### src/avs_pkg.sv
// Shared types, constants and codes of the A/V sync frame scheduler.
`timescale 1ns / 1ps
package avs_pkg;

  localparam int VIDEO_DEPTH  = 512;
  localparam int AUDIO_DEPTH  = 512;
  localparam int SESSION_BITS = 16;
  localparam int TIME_BITS    = 48;
  localparam int HANDLE_BITS  = 32;

  localparam int VID_AW = $clog2(VIDEO_DEPTH);
  localparam int VID_CW = $clog2(VIDEO_DEPTH + 1);
  localparam int AUD_AW = $clog2(AUDIO_DEPTH);
  localparam int AUD_CW = $clog2(AUDIO_DEPTH + 1);

  localparam int REQ_W    = 3;
  localparam int KIND_W   = 3;
  localparam int MARK_W   = 10;
  localparam int US_W     = 20;
  localparam int DROP_W   = 21;
  localparam int ABS_W    = 20;
  localparam int CFG_IW   = 3;
  localparam int CFG_DW   = 21;
  localparam int DIFF_W   = TIME_BITS + 4;
  localparam int ABS_MAX  = (1 << ABS_W) - 1;

  localparam int QDEPTH = 2;
  localparam int QAW    = $clog2(QDEPTH);
  localparam int QCW    = $clog2(QDEPTH + 1);

  // Request codes on the req_type input.
  localparam logic [REQ_W-1:0] REQ_VIDEO_ARRIVE = 3'd0;
  localparam logic [REQ_W-1:0] REQ_AUDIO_ARRIVE = 3'd1;
  localparam logic [REQ_W-1:0] REQ_VIDEO_TICK   = 3'd2;
  localparam logic [REQ_W-1:0] REQ_AUDIO_TICK   = 3'd3;
  localparam logic [REQ_W-1:0] REQ_CLEAR        = 3'd4;
  localparam logic [REQ_W-1:0] REQ_SESSION      = 3'd5;

  // Configuration register indexes.
  localparam logic [CFG_IW-1:0] CFG_PAUSE_HIGH = 3'd0;
  localparam logic [CFG_IW-1:0] CFG_RESUME_LOW = 3'd1;
  localparam logic [CFG_IW-1:0] CFG_LATENCY    = 3'd2;
  localparam logic [CFG_IW-1:0] CFG_LEAD       = 3'd3;
  localparam logic [CFG_IW-1:0] CFG_HOLD       = 3'd4;
  localparam logic [CFG_IW-1:0] CFG_DROP       = 3'd5;

  localparam logic [MARK_W-1:0]        PAUSE_HIGH_RST = 10'd256;
  localparam logic [MARK_W-1:0]        RESUME_LOW_RST = 10'd128;
  localparam logic [US_W-1:0]          LATENCY_RST    = 20'd120000;
  localparam logic [US_W-1:0]          LEAD_RST       = 20'd100000;
  localparam logic [US_W-1:0]          HOLD_RST       = 20'd15000;
  localparam logic signed [DROP_W-1:0] DROP_RST       = -21'sd100000;

  typedef enum logic [2:0] {
    CMD_VIDEO_ARRIVE,
    CMD_AUDIO_ARRIVE,
    CMD_VIDEO_TICK,
    CMD_AUDIO_TICK,
    CMD_CLEAR,
    CMD_SESSION,
    CMD_IGNORE
  } cmd_e;

  typedef enum logic [KIND_W-1:0] {
    KIND_NONE     = 3'd0,
    KIND_RENDER_V = 3'd1,
    KIND_RENDER_A = 3'd2,
    KIND_LATE     = 3'd3,
    KIND_STALE_V  = 3'd4,
    KIND_STALE_A  = 3'd5,
    KIND_FULL     = 3'd6
  } kind_e;

  typedef enum logic [2:0] {
    BS_IDLE,
    BS_VREAD,
    BS_VSUB1,
    BS_VSUB2,
    BS_VDEC,
    BS_AREAD
  } bstate_e;

  typedef struct packed {
    logic [MARK_W-1:0]        pause_high;
    logic [MARK_W-1:0]        resume_low;
    logic [US_W-1:0]          latency;
    logic [US_W-1:0]          lead;
    logic [US_W-1:0]          hold_thr;
    logic signed [DROP_W-1:0] drop_thr;
  } cfg_t;

  typedef struct packed {
    cmd_e                    cmd;
    logic [SESSION_BITS-1:0] session;
    logic [TIME_BITS-1:0]    pts;
    logic [HANDLE_BITS-1:0]  handle;
    logic [TIME_BITS:0]      clk_adj;
  } cmd_t;

  typedef struct packed {
    logic [SESSION_BITS-1:0] session;
    logic [TIME_BITS-1:0]    pts;
    logic [HANDLE_BITS-1:0]  handle;
  } frame_t;

  typedef struct packed {
    kind_e                  kind;
    logic [HANDLE_BITS-1:0] handle;
    logic [TIME_BITS-1:0]   pts;
    logic [ABS_W-1:0]       abs_diff;
    logic                   pause_valid;
    logic                   pause_on;
    logic [VID_CW-1:0]      video_count;
    logic [AUD_CW-1:0]      audio_count;
  } result_t;

endpackage

### src/avs_queue.sv
// Short command queue between the front and the back of the scheduler.
`timescale 1ns / 1ps
module avs_queue import avs_pkg::*; (
  input  logic clk_i,
  input  logic rst_ni,
  input  logic push_i,
  input  cmd_t data_i,
  output logic full_o,
  input  logic pop_i,
  output cmd_t data_o,
  output logic empty_o
);

  cmd_t           mem_q [QDEPTH];
  logic [QAW-1:0] wr_ptr_q, wr_ptr_d;
  logic [QAW-1:0] rd_ptr_q, rd_ptr_d;
  logic [QCW-1:0] count_q, count_d;
  logic           do_push, do_pop;

  assign full_o  = (count_q == QCW'(QDEPTH));
  assign empty_o = (count_q == '0);
  assign do_push = push_i && !full_o;
  assign do_pop  = pop_i && !empty_o;
  assign data_o  = mem_q[rd_ptr_q];

  always_comb begin
    wr_ptr_d = wr_ptr_q;
    rd_ptr_d = rd_ptr_q;
    count_d  = count_q;
    if (do_push) begin
      wr_ptr_d = (wr_ptr_q == QAW'(QDEPTH - 1)) ? '0 : wr_ptr_q + 1'b1;
    end
    if (do_pop) begin
      rd_ptr_d = (rd_ptr_q == QAW'(QDEPTH - 1)) ? '0 : rd_ptr_q + 1'b1;
    end
    if (do_push && !do_pop) begin
      count_d = count_q + 1'b1;
    end else if (do_pop && !do_push) begin
      count_d = count_q - 1'b1;
    end
  end

  always_ff @(posedge clk_i or negedge rst_ni) begin
    if (!rst_ni) begin
      wr_ptr_q <= '0;
      rd_ptr_q <= '0;
      count_q  <= '0;
    end else begin
      wr_ptr_q <= wr_ptr_d;
      rd_ptr_q <= rd_ptr_d;
      count_q  <= count_d;
    end
  end

  always_ff @(posedge clk_i) begin
    if (do_push) begin
      mem_q[wr_ptr_q] <= data_i;
    end
  end

endmodule

### config.mk
export PLATFORM = sky130hd
export DESIGN_NAME = avs_queue
export DESIGN_NICKNAME = d
export VERILOG_FILES = /design/src/avs_pkg.sv /design/src/avs_queue.sv
export SDC_FILE = /design/constraint.sdc
export NUM_CORES = 1
export LEC_CHECK = 0
export BUFFER_PORTS_ARGS = -buffer_cell sky130_fd_sc_hd__buf_2
export CAP_MARGIN = 15
export CORE_MARGIN = 3
export CORE_UTILIZATION = 49
export CTS_CLUSTER_DIAMETER = 200
export DETAILED_ROUTE_END_ITERATION = 8
export PLACE_DENSITY = 0.75
export SLEW_MARGIN = 20
export SYNTH_ARGS = -nofsm -noshare
export SYNTH_HDL_FRONTEND = slang
export SYNTH_SLANG_ARGS = --single-unit
export TNS_END_PERCENT = 5
### constraint.sdc
create_clock -name clk_i -period 8.2 [get_ports clk_i]
set_input_delay 0.41 -clock clk_i [delete_from_list [all_inputs] [get_ports clk_i]]
set_output_delay 0.41 -clock clk_i [all_outputs]
set_load 0.02 [all_outputs]
Yosys cells after proc, flatten, opt, wreduce, memory -nomap -nowiden
Memory sizes are Yosys's and may differ from the RTL's.
Index checks and enable logic that the tools add are counted.
- register bits: 4
- memory bits (writable): 296
- input port bits: 152
- output and inout port bits: 150
- logic and storage cells: 25
- memories: 1
- add/sub/neg operators: 4
- equal/unequal tests: 1
- muxes and demuxes: 6
- reductions and logical operators: 10
- memory list (name ; depth ; bits a word ; rd ports ; clocked after memory_dff ; write ports ; line ; source):
    mem_q ; 2 ; 148 ; 1 ; 0 ; 1 ; avs_queue.sv:14 ; cmd_t mem_q [QDEPTH];
- operator list (kind ; count):
    $logic_and 1x1->1 ; 4
    $logic_not 1->1 ; 4
    $mux 1 ; 4
    $mux 2 ; 2
    $add 1x1->1 const B ; 2
    $add 2x1->2 const B ; 1
    $eq 2x2->1 const B ; 1
    $logic_not 2->1 ; 1
    $reduce_bool 2->1 ; 1
    $sub 2x1->2 const B ; 1

Longest topological paths before layout
- word-level depth: 7
- gate-level depth with buffers: 7
- depth with buffers taken out: 7

Least setup slack after synthesis
No wires, ideal clock.
- path kind: flip-flop to flip-flop
- start point: register count_q[0]
- end point: memory mem_q[0][0] (netlist name) (enable)
- data arrival time: 6.789 ns
- required time: 7.543 ns
- setup slack: 0.754 ns
- cell stages (with the launch flop): 4
- path buffers: 0
- clock period less this slack: 7.446 ns
- path through: dfrtp_1 nand2b_1 nand2_1 nor2_1
- cells in the longest elaborated chain, start to end: 5
- RTL lines (element ; line ; source):
    from (decl) ; avs_queue.sv:17 ; logic [QCW-1:0] count_q, count_d;
    from (signal assigned) ; avs_queue.sv:51 ; count_q <= count_d;
    $eq 2x2->1 ; avs_queue.sv:20 ; assign full_o = (count_q == QCW'(QDEPTH));
    $logic_not 1->1 ; avs_queue.sv:22 ; assign do_push = push_i && !full_o;
    $logic_and 1x1->1 ; avs_queue.sv:22 ;
    $mux 1 ; avs_queue.sv:56 ; if (do_push) begin
    $mux 1 (not written as such) ; avs_queue.sv:57 ; mem_q[wr_ptr_q] <= data_i;
    to (decl) ; avs_queue.sv:14 ;
No other way between the ends.

==> summary.md <==
| Metric | Value |
|---|---|
| Leak Pwr | 5.55 nW |
| Register area | 8990 um2 |
| Multi-input logic area | 2150 um2 |
| Share of cells above drive strength 1 | 60.7% |
| Class of the worst hold path | input pin to register |
| Period utilisation layout | 37.6% |
| Max Slew Vio Count | 0 |
| Setup bufs post-CTS | 0 |
| Largest net degree at the start of global routing | 80 |
| Post-synthesis cell type count | 15 |
| Core box area | 22200 um2 |
| Via density | 5.08 |
| Skew final | 0.0109 ns |
| CTS resizes | 0 |
| FF-to-FF setup slack | 5.31 ns |
| Fill cells | 1534 |
| Avg WL per Cell | 19.7 um |
| Post-synth design cell area | 11300 um2 |
| Clock buffer depth | 3 |
| Syn. warnings | 0 |
| Worst R2R Start | count_q[0]$_DFFE_PN0P_ |
| Core Rows | 54 |
| Die Width | 158 um |
| Drt pass-1 iters | 5 |
| Status | finished, final reports clean |
| Worst slew margin | 28.7% |
| Async SR Flop Fraction | 1.33% |
| F_max | 0.324 GHz |
| Drt initial violations | 333 |
| H-Tree Level Count | 1 |
| Mean Syn Cell Area | 23.5 um2 |
| Slew at the pin closest to its max-slew limit | 1.07 ns |
| WL final | 21.8 mm |
| Die Area | 24900 um2 |
| RSZ-0062 raised after global routing | no |
| Hpwl dp | 14.8 mm |
| Worst vdd ir | 0.000236 V |
| Total negative slack | 0 ns |
| Critical Path RT | 7.79 ns |
| RR Endpoint | mem_q[1][130]$_DFFE_PP_ |
| CP Launch Point | rd_ptr_q$_DFFE_PN0P_ |
| Clk root buf | clkbuf_16 |
| Area delta synth->final | 24.0% |
| Worst-Skew Late Latency | 0.53 ns |
| Yosys reg bits | 300 |
| Vias | 5624 |
| Top FF cell, synth | edfxtp_1 |
| Kind of critical path | register to output port |
| Largest area contributor in the netlist | edfxtp_1 |
| CP arrival | 2.68 ns |
| Post-synth top cells | edfxtp_1 (296), mux2_4 (101), mux2_2 (47) |
| Overall die height | 158 um |
| Cells after Synth | 480 |
| Critical Path End Type | output port |
| Largest stage delay on the critical path | 0.82 ns |
| Initial antenna violation count | 10 |
| CP startpoint kind | register |
| Fin crit period | 3.09 ns |
| First-pass GRT wire length | 32.5 mm |
| Total Nets Final | 955 |
| Most numerous cell in the Yosys netlist | edfxtp_1 |
| Setup Viol. Count Final | 0 |
| Critical path peak fanout | 50 |
| GR Overflow Total | 0 |
| I/O Buffers | 301 |
| Sequential fraction of the synthesis area | 79.5% |
| Post-synth net total | 633 |
| # DRC | 0 |
| Crit path cell chain | buf_4 > mux2_4 > buf_2 |
| Num CTS Buffers | 30 |
| Vias in the first global route | 5933 |
| Post-synth EDFFs | 296 |
| Depth of the most critical reg-to-reg path | 3 |
| Clock transition at the registers of the reported paths | 0.06 ns |
| GPL Wtd Cong | 0.772 |
| P per Cell Area | 382 nW/um2 |
| Final Hold Slack | 0.0599 ns |
| Worst Setup EP | data_o[73] |
| Crit path max-delay cell type | buf_4 |
| Max-cap violations | 0 |
| Largest cells by area after synthesis | edfxtp_1 (79%), mux2_4 (13%), mux2_2 (4.7%), buf_6 (1.4%), dfrtp_1 (0.89%) |
| CTS tree | done |
| GR Util All Layers | 16.7% |
| CTS Sinks | 300 |
| Top-Level Pins | 302 |
| Final ANT Viol Nets | 0 |
| Synth top area share | 78.6% |
| Initial Utilization | 50.8% |
| Final Hold Violating Endpoints | 0 |
==> placed cells by master, fill, tap and decap left out <==
cell             n
buf_2          301
edfxtp_1       296
mux2_4         101
mux2_2          47
clkbuf_16       31
clkinv_2         7
clkbuf_1         6
diode_2          5
clkinv_1         4
buf_4            4
xnor2_1          3
bufinv_16        3
dfrtp_1          3
inv_1            2
nor2_1           2
xor2_1           2
nand2b_1         1
nand2_1          1
o21ai_0          1
and3_4           1
nor2_4           1
ha_1             1
clkinvlp_4       1
dlygate4sd3_1    1
buf_6            1
dfrtp_4          1
==> registers in the layout, summed over array words and instances, names as in the netlist <==
signal / count
count_q: 2
mem_q: 296
rd_ptr_q: 1
wr_ptr_q: 1
==> power breakdown <==
group | switching (mW) | internal, mW | leakage, nW
Clock | 0.529 | 0.778 | 0.465
Sequential | 0.120 | 2.11 | 2.80
Combinational | 1.05 | 0.765 | 2.28
Total | 1.70 | 3.65 | 5.55
==> stage by stage <==
| stage | util [%] | std cells | setup slack [ns] | power [mW] | area, um2 |
|---|---|---|---|---|---|
| 6_report | 63.0 | 1107 | 5.11 | 5.35 | 14000 |
| 5_1_grt | 63.0 | 1106 | 4.98 | 5.59 | 14000 |
| 4_1_cts | 63.0 | 1102 | 4.86 | 5.42 | 14000 |
| 3_5_place_dp | 58.7 | 1049 | 5.26 | 4.10 | 13000 |
| 3_3_place_gp | 58.7 | 1049 | 5.39 | 4.06 | 13000 |
| 2_1_floorplan | - | 480 | 0.754 | 3.65 | 11300 |
==> cell type report <==
cell class | instances | area share, %
antenna | 5 | 0.0893
tap | 280 | 2.50
clock inverter | 15 | 1.05
inverter | 2 | 0.0536
timing repair buffer | 307 | 11.1
clock buffer | 37 | 5.70
multi-input combinational | 161 | 15.3
sequential | 300 | 64.2
==> logic make-up after synthesis <==
kind of cell | synth area share, %
xor+xnor | 0.387
compound gates | 0.0442
mux | 18.1
buf+inv | 1.59
flops | 79.5
simple gates | 0.244
fa+ha+maj | 0.111
==> worst max-delay path: cells and delay by family (launching register included) <==
kind,cells,cell delay (ns)
buffers and inverters,2,0.98
muxes,1,0.36
DFF,1,0.75
==> per-layer routing <==
metal / GRT usage (%) / vias up / routed length, um
met3: 5.30 / 52 / 2100
li1: - / 2560 / -
met5: 0 / - / 69
met2: 27.3 / 262 / 10700
met4: 5.54 / 12 / 582
met1: 21.5 / 2738 / 8350
==> worst min path at each step <==
stage	start	end	slack [ns]	depth (start not counted)
4_1_cts	data_i[116]	mem_q[0][116]$_DFFE_PP_	0.04	1
6_report	data_i[116]	mem_q[0][116]$_DFFE_PP_	0.06	1
3_3_place_gp	rst_ni	count_q[0]$_DFFE_PN0P_	0.22	1
5_1_grt	data_i[77]	mem_q[0][77]$_DFFE_PP_	0.03	1
2_1_floorplan	rst_ni	count_q[0]$_DFFE_PN0P_	0.11	0
3_5_place_dp	rst_ni	count_q[0]$_DFFE_PN0P_	0.23	1
==> timing repair <==
item / in CTS / in global routing
endpoints found under the hold margin: 4 / 0
hold buffers: 1 / 0
setup endpoints to repair: 0 / 0
Power figures use the tool's default switching activity.
