File: src/avs_pkg.sv
// Shared types, constants and codes of the A/V sync frame scheduler.
`timescale 1ns / 1ps
package avs_pkg;

  localparam int VIDEO_DEPTH  = 512;
  localparam int AUDIO_DEPTH  = 512;
  localparam int SESSION_BITS = 16;
  localparam int TIME_BITS    = 48;
  localparam int HANDLE_BITS  = 32;

  localparam int VID_AW = $clog2(VIDEO_DEPTH);
  localparam int VID_CW = $clog2(VIDEO_DEPTH + 1);
  localparam int AUD_AW = $clog2(AUDIO_DEPTH);
  localparam int AUD_CW = $clog2(AUDIO_DEPTH + 1);

  localparam int REQ_W    = 3;
  localparam int KIND_W   = 3;
  localparam int MARK_W   = 10;
  localparam int US_W     = 20;
  localparam int DROP_W   = 21;
  localparam int ABS_W    = 20;
  localparam int CFG_IW   = 3;
  localparam int CFG_DW   = 21;
  localparam int DIFF_W   = TIME_BITS + 4;
  localparam int ABS_MAX  = (1 << ABS_W) - 1;

  localparam int QDEPTH = 2;
  localparam int QAW    = $clog2(QDEPTH);
  localparam int QCW    = $clog2(QDEPTH + 1);

  // Request codes on the req_type input.
  localparam logic [REQ_W-1:0] REQ_VIDEO_ARRIVE = 3'd0;
  localparam logic [REQ_W-1:0] REQ_AUDIO_ARRIVE = 3'd1;
  localparam logic [REQ_W-1:0] REQ_VIDEO_TICK   = 3'd2;
  localparam logic [REQ_W-1:0] REQ_AUDIO_TICK   = 3'd3;
  localparam logic [REQ_W-1:0] REQ_CLEAR        = 3'd4;
  localparam logic [REQ_W-1:0] REQ_SESSION      = 3'd5;

  // Configuration register indexes.
  localparam logic [CFG_IW-1:0] CFG_PAUSE_HIGH = 3'd0;
  localparam logic [CFG_IW-1:0] CFG_RESUME_LOW = 3'd1;
  localparam logic [CFG_IW-1:0] CFG_LATENCY    = 3'd2;
  localparam logic [CFG_IW-1:0] CFG_LEAD       = 3'd3;
  localparam logic [CFG_IW-1:0] CFG_HOLD       = 3'd4;
  localparam logic [CFG_IW-1:0] CFG_DROP       = 3'd5;

  localparam logic [MARK_W-1:0]        PAUSE_HIGH_RST = 10'd256;
  localparam logic [MARK_W-1:0]        RESUME_LOW_RST = 10'd128;
  localparam logic [US_W-1:0]          LATENCY_RST    = 20'd120000;
  localparam logic [US_W-1:0]          LEAD_RST       = 20'd100000;
  localparam logic [US_W-1:0]          HOLD_RST       = 20'd15000;
  localparam logic signed [DROP_W-1:0] DROP_RST       = -21'sd100000;

  typedef enum logic [2:0] {
    CMD_VIDEO_ARRIVE,
    CMD_AUDIO_ARRIVE,
    CMD_VIDEO_TICK,
    CMD_AUDIO_TICK,
    CMD_CLEAR,
    CMD_SESSION,
    CMD_IGNORE
  } cmd_e;

  typedef enum logic [KIND_W-1:0] {
    KIND_NONE     = 3'd0,
    KIND_RENDER_V = 3'd1,
    KIND_RENDER_A = 3'd2,
    KIND_LATE     = 3'd3,
    KIND_STALE_V  = 3'd4,
    KIND_STALE_A  = 3'd5,
    KIND_FULL     = 3'd6
  } kind_e;

  typedef enum logic [2:0] {
    BS_IDLE,
    BS_VREAD,
    BS_VSUB1,
    BS_VSUB2,
    BS_VDEC,
    BS_AREAD
  } bstate_e;

  typedef struct packed {
    logic [MARK_W-1:0]        pause_high;
    logic [MARK_W-1:0]        resume_low;
    logic [US_W-1:0]          latency;
    logic [US_W-1:0]          lead;
    logic [US_W-1:0]          hold_thr;
    logic signed [DROP_W-1:0] drop_thr;
  } cfg_t;

  typedef struct packed {
    cmd_e                    cmd;
    logic [SESSION_BITS-1:0] session;
    logic [TIME_BITS-1:0]    pts;
    logic [HANDLE_BITS-1:0]  handle;
    logic [TIME_BITS:0]      clk_adj;
  } cmd_t;

  typedef struct packed {
    logic [SESSION_BITS-1:0] session;
    logic [TIME_BITS-1:0]    pts;
    logic [HANDLE_BITS-1:0]  handle;
  } frame_t;

  typedef struct packed {
    kind_e                  kind;
    logic [HANDLE_BITS-1:0] handle;
    logic [TIME_BITS-1:0]   pts;
    logic [ABS_W-1:0]       abs_diff;
    logic                   pause_valid;
    logic                   pause_on;
    logic [VID_CW-1:0]      video_count;
    logic [AUD_CW-1:0]      audio_count;
  } result_t;

endpackage

File: src/avs_front.sv
// Front end: accepts commands, classifies the request and prepares the audio clock.
`timescale 1ns / 1ps
module avs_front import avs_pkg::*; (
  input  logic                           start_i,
  input  logic [REQ_W-1:0]               req_type_i,
  input  logic [SESSION_BITS-1:0]        session_id_i,
  input  logic signed [TIME_BITS-1:0]    pts_us_i,
  input  logic [HANDLE_BITS-1:0]         frame_handle_i,
  input  logic signed [TIME_BITS-1:0]    audio_clock_us_i,
  input  cfg_t                           cfg_i,
  input  logic                           q_full_i,
  output logic                           busy_o,
  output logic                           push_o,
  output cmd_t                           cmd_o
);

  logic signed [TIME_BITS:0] clk_adj;

  // Audio clock less the output latency; one bit wider so it cannot wrap.
  assign clk_adj = (TIME_BITS + 1)'(audio_clock_us_i)
                 - $signed((TIME_BITS + 1)'(cfg_i.latency));

  assign busy_o = q_full_i;
  assign push_o = start_i && !q_full_i;

  always_comb begin
    cmd_o.session = session_id_i;
    cmd_o.pts     = pts_us_i;
    cmd_o.handle  = frame_handle_i;
    cmd_o.clk_adj = clk_adj;
    unique case (req_type_i)
      REQ_VIDEO_ARRIVE: cmd_o.cmd = CMD_VIDEO_ARRIVE;
      REQ_AUDIO_ARRIVE: cmd_o.cmd = CMD_AUDIO_ARRIVE;
      REQ_VIDEO_TICK:   cmd_o.cmd = CMD_VIDEO_TICK;
      REQ_AUDIO_TICK:   cmd_o.cmd = CMD_AUDIO_TICK;
      REQ_CLEAR:        cmd_o.cmd = CMD_CLEAR;
      REQ_SESSION:      cmd_o.cmd = CMD_SESSION;
      default:          cmd_o.cmd = CMD_IGNORE;
    endcase
  end

endmodule

File: config.mk
export PLATFORM = sky130hd
export DESIGN_NAME = avs_front
export DESIGN_NICKNAME = d
export VERILOG_FILES = /design/src/avs_pkg.sv /design/src/avs_front.sv
export SDC_FILE = /design/constraint.sdc
export NUM_CORES = 1
export LEC_CHECK = 0
export ABC_AREA = 0
export BUFFER_PORTS_ARGS = -buffer_cell sky130_fd_sc_hd__buf_2
export CORE_AREA = 8 8 151 153
export DETAILED_ROUTE_END_ITERATION = 6
export DIE_AREA = 0 0 159 161
export SLEW_MARGIN = 20
export SYNTH_ARGS = -nofsm -noshare
export SYNTH_HDL_FRONTEND = slang
export SYNTH_SLANG_ARGS = --single-unit
File: constraint.sdc
create_clock -name vclk -period 4.3
set_clock_uncertainty 0.15 [all_clocks]
set_input_delay 0.215 -clock vclk [all_inputs]
set_output_delay 0.215 -clock vclk [all_outputs]
set_load 0.005 [all_outputs]
=== Word level (Yosys, flattened, before mapping) ===
Index checks and enable logic that the tools add are counted.

* Flip-flop bits (word level): 0
* Word-level logic and storage cells: 10
* Input bits: 250
* Output and inout port bits: 150

* Reductions and logical operators: 3
* Add/sub/neg operators: 1
* Equality and inequality tests: 5
* Mux-type cells: 1

{| class="wikitable"
|+ Operators by type and width
! cell !! count
|-
| subtractor 48 x 21 -> 49 bit || 1
|-
| one-hot mux 3 bit (6 select lines) || 1
|-
| equality test 3 x 2 -> 1 bit, second input constant || 2
|-
| equality test 3 bit, second input constant || 2
|-
| equality test 3 x 1 -> 1 bit, second input constant || 1
|-
| logical NOT 3 bit || 1
|-
| logical AND 1 bit || 1
|-
| logical NOT 1 bit || 1
|}

=== Logic depth before layout (Yosys ltp) ===
Gate-level depths: netlist (run 1).

* Depth after elaboration: 2
* Mapped depth: 11
* Depth with buffers taken out: 10

=== Worst setup path after synthesis (run 1) ===
Ideal clock, no wire load.

* Path kind: input -> output
* Start point: in audio_clock_us_i[0]
* End point: out cmd_o[48] (netlist bit)
* Cell stages on the path: 11
* Path buffers: 1
* Slack: 1542 ps
* Arrival: 2393 ps
* Data required time: 3935 ps
* Path through: inv_1 -> ha_1 -> fa_1 -> nor2b_1 -> o2111ai_1 -> a21boi_0 -> a31oi_1 -> a31oi_1 -> buf_6 -> nor2_1 -> a21o_1

{| class="wikitable"
|+ RTL lines
! item !! RTL line !! source
|-
| start: declaration || avs_front.sv:9 || <nowiki>input logic signed [TIME_BITS-1:0] audio_clock_us_i,</nowiki>
|-
| end: declaration || avs_front.sv:14 || <nowiki>output cmd_t cmd_o</nowiki>
|}

==> flow_summary.toml, run 1 <==
[worst_setup_path]
start_kind = "input port"
crit_start = "audio_clock_us_i[0]"
end_kind = "output pin"
arrival_ns = 3.08
crit_fanout = 13
critPathRequiredTime_ns = 3.93
critPathKind = "input port to output pin"

[timing]
fin_setup_tns_ns = 0
worst_hold_slack_ns = 0.2800
max_freq_mhz = 290.7
drv_slew = 0
tightest_slew_ns = 0.7169
setup_violations = 0
slew_headroom = 0.5177
fin_crit_ns = 3.441
finalCritPeriodShare = 0.8001
fin_ws_ns = 0.8595
hold_violations = 0
rsz0062_at_grt = "false"

[pwr]
seqPwrFrac = 0
leakage_uw = 0.001255
p_total_uw = 317.0
intPower_uw = 142.8
power.share.clock = 0
pwr_density_cell_nw_per_um2 = 119.2
comb_power_share = 1.000
power_switching_share = 0.5495
switching_power_uw = 174.2
peakVddDrop_uv = 24.48

[floorplanning]
row_count = 53
dieHeight_microns = 161
initial_core_util = 0.1192
pin_count = 400
die-area_sq_um = 25600
die_x_microns = 159
design.core.area_sq_um = 20560

[place]
gp_congestion = 0.7559
dp_hpwl_microns = 8738
place_ws_ns = 0.8090
place_area_sq_um = 2660
port_buffers = 127

[layout]
fillers = 2417
nets = 650
area_growth_pct = 8.525
antennaDiodeCount = 0
multi_input_area_sq_um = 1579
fin_area_sq_um = 2660
seq_cell_count = 0
drive_gt1_frac = 0.3634
n_clock_buffer = 0
regArea_sq_um = 0

[synth]
syn-instance-count = 353
synth-seq-area-share = 0
yosysTopAreaCellShare = 0.2971
synth_fp_nets = 624
synth_top_cells_by_count = "buf_4, inv_1, nand2_1"
synthDistinctLibCells = 43
synth_top_area_cell = "buf_4"
syn_area_sq_um = 2451
syn_avg_cell_area_sq_um = 6.944
synth_most_common_cell = "buf_4"
yosys_warnings = 0
ys_top_cells_by_area = "buf_4, ha_1, xor2_1"

[route]
routed_wl_microns = 9532
firstDrtPassIters = 4
drt_iter0_drc = 108
antenna_left = 0
drt-vias-per-instance = 3.574
dr_total_vias = 2330
drc = 0
wire_per_inst_microns = 14.62

[global_routing]
overflow = 0
grt_pass1_vias = 2433
grt_pass1_wl_microns = 13870
antenna_found_initial = 2
grt_start_max_net_pins = 14
grt_use_total = 0.06772

[hold_path]
hold_depth = 0
hold_end = "cmd_o[125]"
hold_class = "input port to output pin"
hold_start = "pts_us_i[44]"

[flow_run]
maxCapViolCount = 0

[cts]
cts_setup_buffers = 0
postCtsHoldBufs = 0
cts_resized = 0

[status]
status = "completed"
critical path, stage by stage:
cell and delay (ns):
buf_2 0.07, inv_1 0.03, ha_1 0.21, fa_1 0.40, nor2b_1 0.18, o2111ai_1 0.14
a21boi_0 0.60, a31oi_1 0.29, a31oi_1 0.26, buf_4 0.25, nor2_1 0.10, a21o_1 0.19
buf_2 0.12
cells by family (layout without fill, tap and decap cells):
logic type | Yosys count | in the layout | share of synthesized area
AND/OR/NAND/NOR | 99 | 99 | 0.2164
buffers and inverters | 129 | 153 | 0.3558
AO/OA/AOI/OAI | 59 | 59 | 0.1567
XOR/XNOR | 45 | 45 | 0.1608
adder cells (fa/ha/maj) | 21 | 21 | 0.1103
placed cells by master (no fill, tap or decap), drive strengths merged, types with 7 or more instances in the layout:
cell / instances
nor2: 24
nor3: 10
o21ai: 11
xor2: 24
a21oi: 17
buf: 128
nand2: 26
or4: 7
xnor2: 21
inv: 25
ha: 20
through the flow:
stage / util / instances
after floorplan: - / 353
after global placement: 0.1294 / 652
after detailed placement: 0.1294 / 652
after CTS: 0.1294 / 652
after global routing: 0.1294 / 652
final: 0.1294 / 652
worst max path at each step:
stage / endpoint / cells after the start
5_1_grt: cmd_o[48] / 13
3_5_place_dp: cmd_o[36] / 13
3_3_place_gp: cmd_o[36] / 13
4_1_cts: cmd_o[36] / 13
2_1_floorplan: cmd_o[48] / 11
6_report: cmd_o[48] / 13
area by class of cell:
class	count	area share
Multi-Input combinational cell	224	0.5936
Timing Repair Buffer	128	0.2418
Tap cell	275	0.1294
Inverter	25	0.03528
power by group through the flow:
stage	clock, uW	sequential [uW]	combinational [uW]
6_report	0	0	317
5_1_grt	0	0	360
4_1_cts	0	0	328
3_5_place_dp	0	0	326
3_3_place_gp	0	0	324
2_1_floorplan	0	0	245
layer usage:
metal,GRT usage,part of all wire,vias to the layer above
met3,0.03640,0.13,46
met2,0.1247,0.48,120
met5,0,0.0021,-
met4,0.02230,0.033,4
met1,0.06320,0.35,1014
li1,-,-,1146
Note: power is estimated with default switching activity, not from simulation.
==> run 2, diff against run 1 <==
==> constraint.sdc (replaced) <==
create_clock -name vclk -period 3.5
set_clock_uncertainty 0.15 [all_clocks]
set_input_delay 0.175 -clock vclk [all_inputs]
set_output_delay 0.175 -clock vclk [all_outputs]
set_load 0.005 [all_outputs]
==> flow_summary.toml, run 2 (synthesis results as in run 1) <==
[layout]
antennaDiodeCount = 0
regArea_sq_um = 0
seq_cell_count = 0
drive_gt1_frac = 0.3684
n_clock_buffer = 0
nets = 653
area_growth_pct = 9.443
fillers = 2418
layout_common_cells = "buf_2, inv_1, nand2_1"
layout_commonest_cell = "buf_2"
fin_area_sq_um = 2683

[global_routing]
grt_use_total = 0.06794
antenna_found_initial = 2
overflow = 0
grt_pass1_vias = 2478
grt_start_max_net_pins = 14
grt_pass1_wl_microns = 14010

[pwr]
leakage_uw = 0.001270
pwr_density_cell_nw_per_um2 = 147.5
peakVddDrop_uv = 36.51
seqPwrFrac = 0
power.share.clock = 0
intPower_uw = 179.0
comb_power_share = 1.000
switching_power_uw = 216.7
power_switching_share = 0.5476

[timing]
fin_crit_ns = 3.011
tightest_slew_ns = 0.5604
drv_slew = 0
slew_headroom = 0.6241
max_freq_mhz = 332.1
hold_violations = 0
fin_setup_tns_ns = 0
rsz0062_at_grt = "false"
finalCritPeriodShare = 0.8602
setup_violations = 0

[route]
firstDrtPassIters = 4
dr_total_vias = 2399
routed_wl_microns = 9624
drc = 0
wire_per_inst_microns = 14.69
antenna_left = 0
drt_iter0_drc = 129
drt-vias-per-instance = 3.663

[worst_setup_path]
end_kind = "output pin"
critPathRequiredTime_ns = 3.17
critPathKind = "input port to output pin"
arrival_ns = 2.69
start_kind = "input port"
crit_fanout = 4

[floorplanning]
die_x_microns = 159
row_count = 53
initial_core_util = 0.1192
die-area_sq_um = 25600
pin_count = 400
dieHeight_microns = 161
design.core.area_sq_um = 20560

[cts]
cts_setup_buffers = 0
postCtsHoldBufs = 0
cts_resized = 0

[place]
place_area_sq_um = 2683
port_buffers = 127
gp_congestion = 0.7541
dp_hpwl_microns = 8732

[status]
status = "completed"

[flow_run]
maxCapViolCount = 0

[hold_path]
hold_class = "input port to output pin"
[run 2: layout make-up]
class              count  area [sq um]  area share
inverters             25         93.84     0.03498
multi-input cells    224          1579      0.5886
well taps            275         344.1      0.1283
repair buffers       131         665.6      0.2481
[run 2: power by group through the flow]
stage | registers, uW | clock network (uW) | logic (uW)
6_report | 0 | 0 | 396
5_1_grt | 0 | 0 | 448
4_1_cts | 0 | 0 | 408
3_5_place_dp | 0 | 0 | 406
3_3_place_gp | 0 | 0 | 403
2_1_floorplan | 0 | 0 | 301
[run 2: final timing paths]
check,to,start,cells past startpoint,slack [ns]
min,cmd_o[125],pts_us_i[44],0,0.20
max,cmd_o[33],audio_clock_us_i[2],10,0.49
[run 2: metrics by stage]
stage          total power (uW)  hold slack [ns]  std cells    util  setup slack, ns
2_1_floorplan             301.0           0.2302        353       -           0.8217
3_5_place_dp              405.5           0.2000        655  0.1305           0.4733
4_1_cts                   408.3           0.2000        655  0.1305           0.4712
5_1_grt                   447.8           0.2000        655  0.1305           0.2431
3_3_place_gp              402.8           0.2000        655  0.1305           0.4705
6_report                  395.6           0.2000        655  0.1305           0.4892
[run 2: critical path, stage by stage]
cell      delay, ns
buf_2          0.10
ha_1           0.34
o211ai_1       0.17
a21oi_1        0.12
o21a_1         0.23
o311a_1        0.36
or3_1          0.44
nor4_1         0.43
xor2_1         0.18
buf_2          0.13
[run 2: per-layer routing]
metal / vias to the layer above / track usage / wire length [microns]
met5: - / 0 / 22
met4: 4 / 0.02487 / 359
met3: 50 / 0.03767 / 1301
met2: 128 / 0.1216 / 4571
met1: 1064 / 0.06456 / 3370
li1: 1153 / - / -
==> run 3, diff against run 2 <==
==> constraint.sdc (replaced) <==
create_clock -name vclk -period 3.9
set_clock_uncertainty 0.15 [all_clocks]
set_input_delay 0.195 -clock vclk [all_inputs]
set_output_delay 0.195 -clock vclk [all_outputs]
set_load 0.005 [all_outputs]
==> flow_summary.toml, run 3 (synthesis results as in run 1) <==
[status]
status = "completed"

[floorplanning]
die_x_microns = 159
die-area_sq_um = 25600
pin_count = 400
row_count = 53
dieHeight_microns = 161
design.core.area_sq_um = 20560
initial_core_util = 0.1192

[place]
port_buffers = 127
dp_hpwl_microns = 8757
gp_congestion = 0.7585

[route]
drt_iter0_drc = 108
firstDrtPassIters = 4
wire_per_inst_microns = 14.65
antenna_left = 0
routed_wl_microns = 9566
dr_total_vias = 2369
drc = 0
drt-vias-per-instance = 3.628

[timing]
hold_violations = 0
fin_setup_tns_ns = 0
tightest_slew_ns = 0.4808
finalCritPeriodShare = 0.8038
drv_slew = 0
setup_violations = 0
worst_hold_slack_ns = 0.2400
fin_crit_ns = 3.135
rsz0062_at_grt = "false"
slew_headroom = 0.6765
max_freq_mhz = 319.0

[layout]
layout_common_cells = "buf_2, inv_1, nand2_1"
area_growth_pct = 8.831
layout_commonest_cell = "buf_2"
n_clock_buffer = 0
regArea_sq_um = 0
nets = 651
drive_gt1_frac = 0.3651
seq_cell_count = 0
antennaDiodeCount = 0

[pwr]
intPower_uw = 158.8
seqPwrFrac = 0
power.share.clock = 0
comb_power_share = 1.000
pwr_density_cell_nw_per_um2 = 132.2
switching_power_uw = 193.9
leakage_uw = 0.001260
peakVddDrop_uv = 28.79
power_switching_share = 0.5498

[hold_path]
hold_start = "pts_us_i[44]"
hold_depth = 0
hold_end = "cmd_o[125]"
hold_class = "input port to output pin"

[cts]
postCtsHoldBufs = 0
cts_setup_buffers = 0
cts_resized = 0

[worst_setup_path]
critPathSlowestCell = "fa_1"
path_cells = "buf_2, inv_1, ha_1, fa_1, nor2b_1, o2111ai_1, a21boi_0, buf_4, a31oi_1, a31oi_1, buf_4, nor3_1, xor2_1, buf_2"
critPathKind = "input port to output pin"
crit_fanout = 13
critPathRequiredTime_ns = 3.56
arrival_ns = 2.79
slowest_delay_ns = 0.40
start_kind = "input port"
end_kind = "output pin"

[global_routing]
antenna_found_initial = 2
overflow = 0
grt_pass1_vias = 2462
grt_start_max_net_pins = 14
grt_pass1_wl_microns = 14120
grt_use_total = 0.06875

[flow_run]
maxCapViolCount = 0
[run 3: power by group through the flow]
stage	Combinational [uW]	Clock [uW]	Sequential, uW
5_1_grt	400	0	0
2_1_floorplan	270	0	0
6_report	353	0	0
3_3_place_gp	359	0	0
3_5_place_dp	361	0	0
4_1_cts	364	0	0
[run 3: worst max-delay path by stage]
stage	start	end	slack [ns]	depth (start not counted)
global placement	audio_clock_us_i[0]	cmd_o[36]	0.76	14
CTS	audio_clock_us_i[0]	cmd_o[48]	0.74	14
floorplan	audio_clock_us_i[0]	cmd_o[48]	1.18	11
global route	audio_clock_us_i[0]	cmd_o[48]	0.51	14
finish	audio_clock_us_i[0]	cmd_o[36]	0.77	14
detailed placement	audio_clock_us_i[0]	cmd_o[36]	0.75	14
[run 3: stage by stage]
| stage | worst slack (ns) | area [sq um] | power, uW | util | cells |
|---|---|---|---|---|---|
| 2_1_floorplan | 1.182 | 2451 | 270.1 | - | 353 |
| 3_3_place_gp | 0.7567 | 2668 | 358.9 | 0.1298 | 653 |
| 3_5_place_dp | 0.7546 | 2668 | 361.4 | 0.1298 | 653 |
| 4_1_cts | 0.7423 | 2668 | 363.7 | 0.1298 | 653 |
| 5_1_grt | 0.5073 | 2668 | 399.7 | 0.1298 | 653 |
| 6_report | 0.7650 | 2668 | 352.7 | 0.1298 | 653 |
[run 3: routing by layer]
metal,wire [microns],vias up,track usage
met1,3469,1046,0.06683
met3,1175,46,0.03538
met2,4586,121,0.1247
met4,308,4,0.02187
li1,-,1152,-
met5,26,-,0
[run 3: cell type report]
type	instances	area [sq um]
timing repair buffer	129	650.6
fill	2423	17890
multi-input combinational	224	1579
inverter	25	93.84
tap	275	344.1
[run 3: worst max-delay path: cells and delay by family]
| kind | cells | cell delay, ns |
|---|---|---|
| AND/OR/NAND/NOR | 2 | 0.28 |
| AO/OA/AOI/OAI | 4 | 0.82 |
| adder cells (fa/ha/maj) | 2 | 0.61 |
| XOR/XNOR | 1 | 0.18 |
| buffers and inverters | 5 | 0.71 |
